[config.mk]
export PLATFORM = sky130hd
export DESIGN_NAME = lowest_free_id_allocator_top
export DESIGN_NICKNAME = d
export VERILOG_FILES = /design/src/sv/lfid_pkg.sv /design/src/sv/lfid_find_zero.sv /design/src/sv/lowest_free_id_allocator_top.sv
export SDC_FILE = /design/constraint.sdc
export NUM_CORES = 2
export LEC_CHECK = 0
export BUFFER_PORTS_ARGS = -buffer_cell sky130_fd_sc_hd__buf_2
export CAP_MARGIN = 25
export CORE_AREA = 3 3 314 316
export CTS_CLUSTER_DIAMETER = 40
export DETAILED_ROUTE_END_ITERATION = 8
export DIE_AREA = 0 0 317 319
export GPL_ROUTABILITY_DRIVEN = 0
export GPL_TIMING_DRIVEN = 0
export PLACE_DENSITY = 0.66
export SYNTH_ARGS = -nofsm -noshare
export SYNTH_HDL_FRONTEND = slang
export SYNTH_HIERARCHICAL = 1
export SYNTH_SLANG_ARGS = --single-unit
[constraint.sdc]
create_clock -name i_clk -period 5.6 [get_ports i_clk]
set_input_delay 0.56 -clock i_clk [delete_from_list [all_inputs] [get_ports i_clk]]
set_output_delay 0.56 -clock i_clk [all_outputs]
set_load 0.1 [all_outputs]
[src/sv/lfid_pkg.sv]
// ----------------------------------------------------------------------------
// lfid_pkg
// Shared types and constants of the lowest free id allocator.
// ----------------------------------------------------------------------------
package lfid_pkg;

    localparam int unsigned ID_CAPACITY = 1024;
    localparam int unsigned ID_W        = 10;
    localparam int unsigned WORD_W      = 32;
    localparam int unsigned OFS_W       = 5;

    localparam logic [1:0] REQ_ALLOC = 2'd0;
    localparam logic [1:0] REQ_FREE  = 2'd1;
    localparam logic [1:0] REQ_QUERY = 2'd2;

    typedef struct packed {
        logic [1:0]      req_type;
        logic [ID_W-1:0] entity_id;
    } t_req;

    typedef struct packed {
        logic [ID_W-1:0] result_id;
        logic            success;
    } t_rsp;

endpackage

[src/sv/lfid_find_zero.sv]
// ----------------------------------------------------------------------------
// lfid_find_zero
// Priority encoder: index of the lowest clear bit of a vector.
// ----------------------------------------------------------------------------
module lfid_find_zero #(
    parameter int unsigned W = lfid_pkg::WORD_W
) (
    input  logic [W-1:0]                   i_vec,
    output logic [((W > 1) ? $clog2(W) : 1)-1:0] o_idx,
    output logic                           o_found
);

    localparam int unsigned IW = (W > 1) ? $clog2(W) : 1;

    always_comb begin
        o_idx   = '0;
        o_found = 1'b0;
        // scan from the top so the lowest clear bit wins
        for (int i = W - 1; i >= 0; i--) begin
            if (!i_vec[i]) begin
                o_idx   = IW'(i);
                o_found = 1'b1;
            end
        end
    end

endmodule

[src/sv/lowest_free_id_allocator_top.sv]
// ----------------------------------------------------------------------------
// lowest_free_id_allocator_top
// An allocate reads its summary word, then its leaf word, then registers its
// result; free and query register theirs after reading both words together,
// a failed allocate after checking the flop vector. A new request is taken
// only in the idle state, once the last response is registered; the dependent
// summary-then-leaf reads of the single-port bitmap memories set this pace.
// Reset: a clearing pass over the ceil(ID_CAPACITY/32) leaf words initializes
// the memories before the first input transfer.
// ----------------------------------------------------------------------------
// Live bitmap in 32-bit leaf words, a summary memory with one "word full" bit
// per leaf word, and a flop vector with one "summary word full" bit per summary word.
// ----------------------------------------------------------------------------
module lowest_free_id_allocator_top #(
    parameter int unsigned ID_CAPACITY = lfid_pkg::ID_CAPACITY
) (
    input  logic            i_clk,
    input  logic            i_rst_n,
    input  logic            i_in_valid,
    output logic            o_in_ready,
    input  lfid_pkg::t_req  i_in_data,
    output logic            o_out_valid,
    input  logic            i_out_ready,
    output lfid_pkg::t_rsp  o_out_data
);

    localparam int unsigned WW   = lfid_pkg::WORD_W;
    localparam int unsigned OW   = lfid_pkg::OFS_W;
    localparam int unsigned IDW  = lfid_pkg::ID_W;
    localparam int unsigned NW   = (ID_CAPACITY + WW - 1) / WW;
    localparam int unsigned NS   = (NW + WW - 1) / WW;
    localparam int unsigned LAW  = (NW > 1) ? $clog2(NW) : 1;
    localparam int unsigned SAW  = (NS > 1) ? $clog2(NS) : 1;
    localparam int unsigned FIDW = LAW + OW;
    localparam int unsigned XW   = FIDW + IDW;
    localparam int unsigned LREM = ID_CAPACITY - WW * (NW - 1);
    localparam int unsigned SREM = NW - WW * (NS - 1);
    localparam logic [63:0] LMASK = (64'd1 << LREM) - 64'd1;
    localparam logic [63:0] SMASK = (64'd1 << SREM) - 64'd1;
    // ids past capacity and leaf words past NW look permanently taken
    localparam logic [WW-1:0] LEAF_PAD = ~LMASK[WW-1:0];
    localparam logic [WW-1:0] SUM_PAD  = ~SMASK[WW-1:0];

    localparam logic [2:0] ST_CLR    = 3'd0;
    localparam logic [2:0] ST_IDLE   = 3'd1;
    localparam logic [2:0] ST_ASUM   = 3'd2;
    localparam logic [2:0] ST_ALEAF  = 3'd3;
    localparam logic [2:0] ST_FQ     = 3'd4;
    localparam logic [2:0] ST_NOFREE = 3'd5;

    logic [WW-1:0] r_leaf_mem [NW];
    logic [WW-1:0] r_sum_mem  [NS];

    logic [2:0]     r_state, n_state;
    logic [LAW-1:0] r_clr;
    logic [NS-1:0]  r_top;
    logic [1:0]     r_type;
    logic [IDW-1:0] r_id;
    logic           r_inr;
    logic [SAW-1:0] r_s;
    logic [OW-1:0]  r_w;
    logic [LAW-1:0] r_laddr;
    logic [WW-1:0]  r_leaf_q, r_sum_q;
    logic           r_ov;
    lfid_pkg::t_rsp r_out;

    logic           leaf_re, leaf_we, sum_re, sum_we;
    logic [LAW-1:0] leaf_raddr, leaf_waddr;
    logic [SAW-1:0] sum_raddr, sum_waddr;
    logic [WW-1:0]  leaf_wdata, sum_wdata;
    logic           top_set, top_clr;
    logic           done;
    lfid_pkg::t_rsp done_data;

    logic [SAW-1:0] top_idx;
    logic           top_found;
    logic [OW-1:0]  sum_idx;
    logic           sum_found;
    logic [OW-1:0]  bit_idx;
    logic           leaf_found;

    logic [XW-1:0]  in_ext;
    logic [LAW-1:0] in_laddr;
    logic [SAW-1:0] in_saddr;
    logic [OW-1:0]  in_sbit;
    logic           in_range;
    logic [LAW-1:0] alc_laddr;
    logic [WW-1:0]  leaf_set;
    logic [WW-1:0]  sum_set;
    logic [XW-1:0]  alc_ext;
    logic           live;
    logic           out_free;
    logic           accept;

    lfid_find_zero #(.W(NS)) u_top_find (
        .i_vec   (r_top),
        .o_idx   (top_idx),
        .o_found (top_found)
    );

    lfid_find_zero #(.W(WW)) u_sum_find (
        .i_vec   (r_sum_q),
        .o_idx   (sum_idx),
        .o_found (sum_found)
    );

    lfid_find_zero #(.W(WW)) u_leaf_find (
        .i_vec   (r_leaf_q),
        .o_idx   (bit_idx),
        .o_found (leaf_found)
    );

    assign in_ext    = XW'(i_in_data.entity_id);
    assign in_laddr  = in_ext[LAW+OW-1:OW];
    assign in_saddr  = in_ext[SAW+2*OW-1:2*OW];
    assign in_sbit   = in_ext[2*OW-1:OW];
    assign in_range  = 32'(i_in_data.entity_id) < 32'(ID_CAPACITY);
    assign alc_laddr = LAW'({r_s, sum_idx});
    assign leaf_set  = r_leaf_q | (WW'(1) << bit_idx);
    assign sum_set   = r_sum_q | (WW'(1) << r_w);
    assign alc_ext   = XW'({r_laddr, bit_idx});
    assign live      = r_inr && r_leaf_q[r_id[OW-1:0]];
    assign out_free  = !r_ov || i_out_ready;
    assign accept    = i_in_valid && (r_state == ST_IDLE);

    assign o_in_ready  = (r_state == ST_IDLE);
    assign o_out_valid = r_ov;
    assign o_out_data  = r_out;

    always_comb begin
        n_state    = r_state;
        leaf_re    = 1'b0;
        leaf_raddr = in_laddr;
        sum_re     = 1'b0;
        sum_raddr  = in_saddr;
        leaf_we    = 1'b0;
        leaf_waddr = r_laddr;
        leaf_wdata = '0;
        sum_we     = 1'b0;
        sum_waddr  = r_s;
        sum_wdata  = '0;
        top_set    = 1'b0;
        top_clr    = 1'b0;
        done       = 1'b0;
        done_data  = '0;
        case (r_state)
            ST_CLR: begin
                leaf_we    = 1'b1;
                leaf_waddr = r_clr;
                leaf_wdata = (32'(r_clr) == NW - 1) ? LEAF_PAD : '0;
                if (32'(r_clr) < NS) begin
                    sum_we    = 1'b1;
                    sum_waddr = r_clr[SAW-1:0];
                    sum_wdata = (32'(r_clr) == NS - 1) ? SUM_PAD : '0;
                end
                if (32'(r_clr) == NW - 1) begin
                    n_state = ST_IDLE;
                end
            end
            ST_IDLE: begin
                if (i_in_valid) begin
                    if (i_in_data.req_type == lfid_pkg::REQ_ALLOC) begin
                        if (top_found) begin
                            sum_re    = 1'b1;
                            sum_raddr = top_idx;
                            n_state   = ST_ASUM;
                        end else begin
                            n_state = ST_NOFREE;
                        end
                    end else begin
                        leaf_re = 1'b1;
                        sum_re  = 1'b1;
                        n_state = ST_FQ;
                    end
                end
            end
            ST_ASUM: begin
                leaf_re    = sum_found;
                leaf_raddr = alc_laddr;
                n_state    = ST_ALEAF;
            end
            ST_ALEAF: begin
                if (out_free) begin
                    done                = 1'b1;
                    done_data.result_id = alc_ext[IDW-1:0];
                    done_data.success   = leaf_found;
                    leaf_we             = 1'b1;
                    leaf_wdata          = leaf_set;
                    if (&leaf_set) begin
                        sum_we    = 1'b1;
                        sum_wdata = sum_set;
                        top_set   = &sum_set;
                    end
                    n_state = ST_IDLE;
                end
            end
            ST_FQ: begin
                if (out_free) begin
                    done                = 1'b1;
                    done_data.result_id = r_id;
                    done_data.success   = live && ((r_type == lfid_pkg::REQ_FREE) ||
                                                   (r_type == lfid_pkg::REQ_QUERY));
                    if (live && (r_type == lfid_pkg::REQ_FREE)) begin
                        leaf_we    = 1'b1;
                        leaf_wdata = r_leaf_q & ~(WW'(1) << r_id[OW-1:0]);
                        sum_we     = 1'b1;
                        sum_wdata  = r_sum_q & ~(WW'(1) << r_w);
                        top_clr    = 1'b1;
                    end
                    n_state = ST_IDLE;
                end
            end
            ST_NOFREE: begin
                if (out_free) begin
                    done    = 1'b1;
                    n_state = ST_IDLE;
                end
            end
            default: begin
                n_state = ST_IDLE;
            end
        endcase
    end

    always_ff @(posedge i_clk) begin
        if (!i_rst_n) begin
            r_state <= ST_CLR;
            r_clr   <= '0;
            r_top   <= '0;
            r_ov    <= 1'b0;
        end else begin
            r_state <= n_state;
            if (r_state == ST_CLR) begin
                r_clr <= r_clr + LAW'(1);
            end
            if (top_set) begin
                r_top[r_s] <= 1'b1;
            end else if (top_clr) begin
                r_top[r_s] <= 1'b0;
            end
            if (done) begin
                r_ov <= 1'b1;
            end else if (i_out_ready) begin
                r_ov <= 1'b0;
            end
        end
    end

    // request context
    always_ff @(posedge i_clk) begin
        if (accept) begin
            r_type  <= i_in_data.req_type;
            r_id    <= i_in_data.entity_id;
            r_inr   <= in_range;
            r_laddr <= in_laddr;
            r_w     <= in_sbit;
            r_s     <= (i_in_data.req_type == lfid_pkg::REQ_ALLOC) ? top_idx : in_saddr;
        end else if (r_state == ST_ASUM) begin
            r_laddr <= alc_laddr;
            r_w     <= sum_idx;
        end
        if (done) begin
            r_out <= done_data;
        end
    end

    always_ff @(posedge i_clk) begin
        if (leaf_we) begin
            r_leaf_mem[leaf_waddr] <= leaf_wdata;
        end
        if (leaf_re) begin
            r_leaf_q <= r_leaf_mem[leaf_raddr];
        end
    end

    always_ff @(posedge i_clk) begin
        if (sum_we) begin
            r_sum_mem[sum_waddr] <= sum_wdata;
        end
        if (sum_re) begin
            r_sum_q <= r_sum_mem[sum_raddr];
        end
    end

endmodule

==> results.json <==
{
  "rsz0062_at_grt": "false",
  "die-area_sq_mm": 0.1011,
  "worstMarginPinSlew_ns": 1.119,
  "vias": 30430,
  "yosysSeqAreaShare_pct": 72.33,
  "end_kind": "flip-flop",
  "cp_data_required_time_ns": 6.04,
  "hpwl_um": 90370,
  "timing.rr.end": "r_sum_mem[0][0]",
  "cp_slowest_cell": "nor3_1",
  "status": "finished with violations",
  "min-delay-start": "i_in_data[10]",
  "path_common_cell": "buf_4",
  "synthArstFlopShare_pct": 0,
  "routedWlPerCell_um": 27.66,
  "io_buffer_count": 28,
  "timing.fmax_mhz": 187.1,
  "relSlewSlack_pct": 25.39,
  "leakagePower_nw": 20.87,
  "cts_buffer_depth": 3,
  "drive_gt1_share_pct": 16.82,
  "initial_utilization_pct": 49.83,
  "post-route-min-period_ns": 5.346,
  "htreeDepth": 4,
  "grt_pass1_vias": 29980,
  "critPathLaunchType": "flip-flop",
  "crit_type": "reg -> reg",
  "grt_usage_pct": 26.12,
  "grt_start_max_net_pins": 34,
  "drtAntennaViolNets": 0,
  "path_cells": "o21ai_1 > a21o_1 > o2111ai_1 > o221a_2 > buf_2 > nor3_1 > a21oi_1 > or4_1 > nor3_1 > nand4_1 > o211ai_1 > buf_4 > buf_4 > buf_4",
  "syn_avg_cell_area_sq_um": 15.22,
  "cts_buffers": 143,
  "synth_edf_count": 1149,
  "via_per_inst": 6.321,
  "path_clk_slew_ns": 0.05,
  "ir_drop_v": 0.0003885,
  "die_x_um": 317,
  "place_ws_ns": 0.2478,
  "cp.arrival_ns": 5.78,
  "antenna_found_initial": 1,
  "initialDrtViolationCount": 4147,
  "violations": "design-rule violations",
  "ys_ff_latch": 1159,
  "core_sq_mm": 0.09628,
  "synth_area_leaders": "edfxtp_1 72%, mux2i_1 7.1%, nand2_1 3.6%, mux4_2 1.7%, nand3_1 1.6%",
  "powerDensity_mw_per_mm2": 339.5,
  "rows": 114,
  "synth_ff_type": "edfxtp_1",
  "netlist-cell-type-count": 73,
  "cts_tree": "built",
  "yosysWarnings": 6,
  "chipHeight_um": 319,
  "clk_latency_ns": 0.75,
  "drv_cap": 0,
  "io_pins": 29,
  "hold_path_depth": 1,
  "final_max_slew_viol_count": 0,
  "skew_ns": 0.03501,
  "min_path_type": "in -> reg",
  "setup_viol": 0,
  "fin_crit_sh_pct": 95.46,
  "grt_pass1_wl_um": 194300,
  "nets": 3444,
  "syn_nets": 3171,
  "grt_overflow": 0,
  "finalWirelength_um": 133100,
  "drc_errors": 10,
  "r2r_slack_ns": 0.25,
  "fillers": 7075,
  "reg2reg_depth": 14,
  "areaGrowthSynthToFinish_pct": 18.84,
  "synth_cells": 3152,
  "yosys.area.top_type": "edfxtp_1",
  "cts-root-buf": "clkbuf_16",
  "synth.cell_area_sq_mm": 0.04798,
  "cp_max_fo": 10,
  "critical-path-max-stage-delay_ns": 0.87,
  "hold_end": "r_type[0]",
  "final_common_cell": "edfxtp_1",
  "n_antenna_cell": 0,
  "hold_viol_final": 0,
  "final_cell_mix": "1,149 x edfxtp_1, 456 x nand2_1, 337 x mux2i_1",
  "fin_ws_ns": 0.2543,
  "firstDrtPassIters": 9,
  "yosys.area.top_type_share_pct": 71.92,
  "final_core_util_pct": 59.22,
  "r2r-start": "r_leaf_q[12]",
  "cts_sinks": 1159
}
layer usage:
metal	wire length (um)	global-route usage, %
met1	50500	34.32
met2	63330	41.97
met3	13960	6.498
met4	5337	10.26
met5	13	0
worst max-delay path by stage:
| stage | from | to | slack [ns] | depth (start not counted) |
|---|---|---|---|---|
| 3_5_place_dp | r_leaf_q[30] | r_sum_mem[0][1] | 0.25 | 15 |
| 6_report | r_leaf_q[12] | r_sum_mem[0][0] | 0.25 | 14 |
| 2_1_floorplan | o_out_valid | r_leaf_mem[16][0] | 1.05 | 10 |
| 4_1_cts | r_leaf_q[30] | r_sum_mem[0][1] | 0.22 | 15 |
| 3_3_place_gp | r_laddr[0] | r_leaf_mem[3][27] | -1.47 | 7 |
| 5_1_grt | r_leaf_q[30] | r_sum_mem[0][0] | 0.09 | 16 |
synth_stat cells, types with 9 or more instances:
master,n
a31oi_1,12
clkbuf_1,116
buf_4,9
mux2_2,9
nand3b_1,12
a221oi_1,18
nand3_1,153
a22oi_1,80
a22o_1,9
nor2b_1,15
a2111oi_2,34
a21o_1,11
nor2_1,68
o21ai_0,40
edfxtp_1,1149
a32oi_1,73
o22a_1,28
a21oi_1,143
inv_1,19
nor4b_1,28
mux4_2,37
nor3_1,26
nand2b_1,12
o22ai_1,9
buf_1,14
dfxtp_1,10
buf_2,56
nand2_1,456
mux2i_1,338
nand4_1,54
registers in the layout, summed over array words and instances, names as in the netlist, named ones only:
signal	count
o_out_valid	1
r_sum_q	32
r_state	3
o_out_data	11
r_sum_mem	32
r_clr	5
r_laddr	5
r_leaf_q	32
r_type	2
r_id	10
r_s	1
r_leaf_mem	1024
what timing repair did:
item                       4_1_cts  5_1_grt
buffers inserted                 0        0
hold buffers                     5        0
setup endpoints to repair        0        6
gates resized for setup          0        1
hold endpoints to repair         5        0
area by class of cell:
cell class	instances	area (sq um)	area share, %
clock inverters	98	993.5	1.742
plain buffers	202	914.6	1.604
clock buffers	160	3664	6.426
multi-input cells	1771	13100	22.97
well taps	1276	1597	2.800
repair buffers	128	1972	3.459
inverters	20	75.07	0.1317
flip-flops and latches	1159	34700	60.87
critical path, delay by kind of cell, from the launching register on:
family                 cells  cell delay, ns
DFF                        1            0.59
buffers and inverters      4            0.83
and+or+nand+nor            4            2.04
AOI/OAI and AO/OA          6            1.58
power breakdown:
part	total, mW	switching [mW]	internal, mW
sequential	9.58	0.0295	9.55
clock	8.95	3.65	5.30
combinational	0.833	0.572	0.260
total	19.4	4.25	15.1
kinds of logic after synthesis:
logic type / count (synthesis) / synth area share (%)
AOI/OAI and AO/OA: 499 / 7.743
xor gates and xnor gates: 3 / 0.05478
adders and majority gates: 3 / 0.07825
buffers and inverters: 222 / 2.063
DFF: 1159 / 72.33
muxes: 385 / 9.023
other: 1 / 0.007816
and+or+nand+nor: 880 / 8.697
stage by stage:
stage	power [mW]	cell area (sq um)	hold WS (ns)	setup TNS, ns	cells
4_1_cts	19.44	56930	0.02560	0	4805
5_1_grt	19.88	57010	0.04864	0	4814
2_1_floorplan	10.21	47980	0.4003	0	3152
6_report	19.36	57010	0.06694	0	4814
3_3_place_gp	10.53	49710	0.4024	-1223.35	4456
3_5_place_dp	10.57	52220	0.4063	0	4542
(Power assumes the default switching activity.)
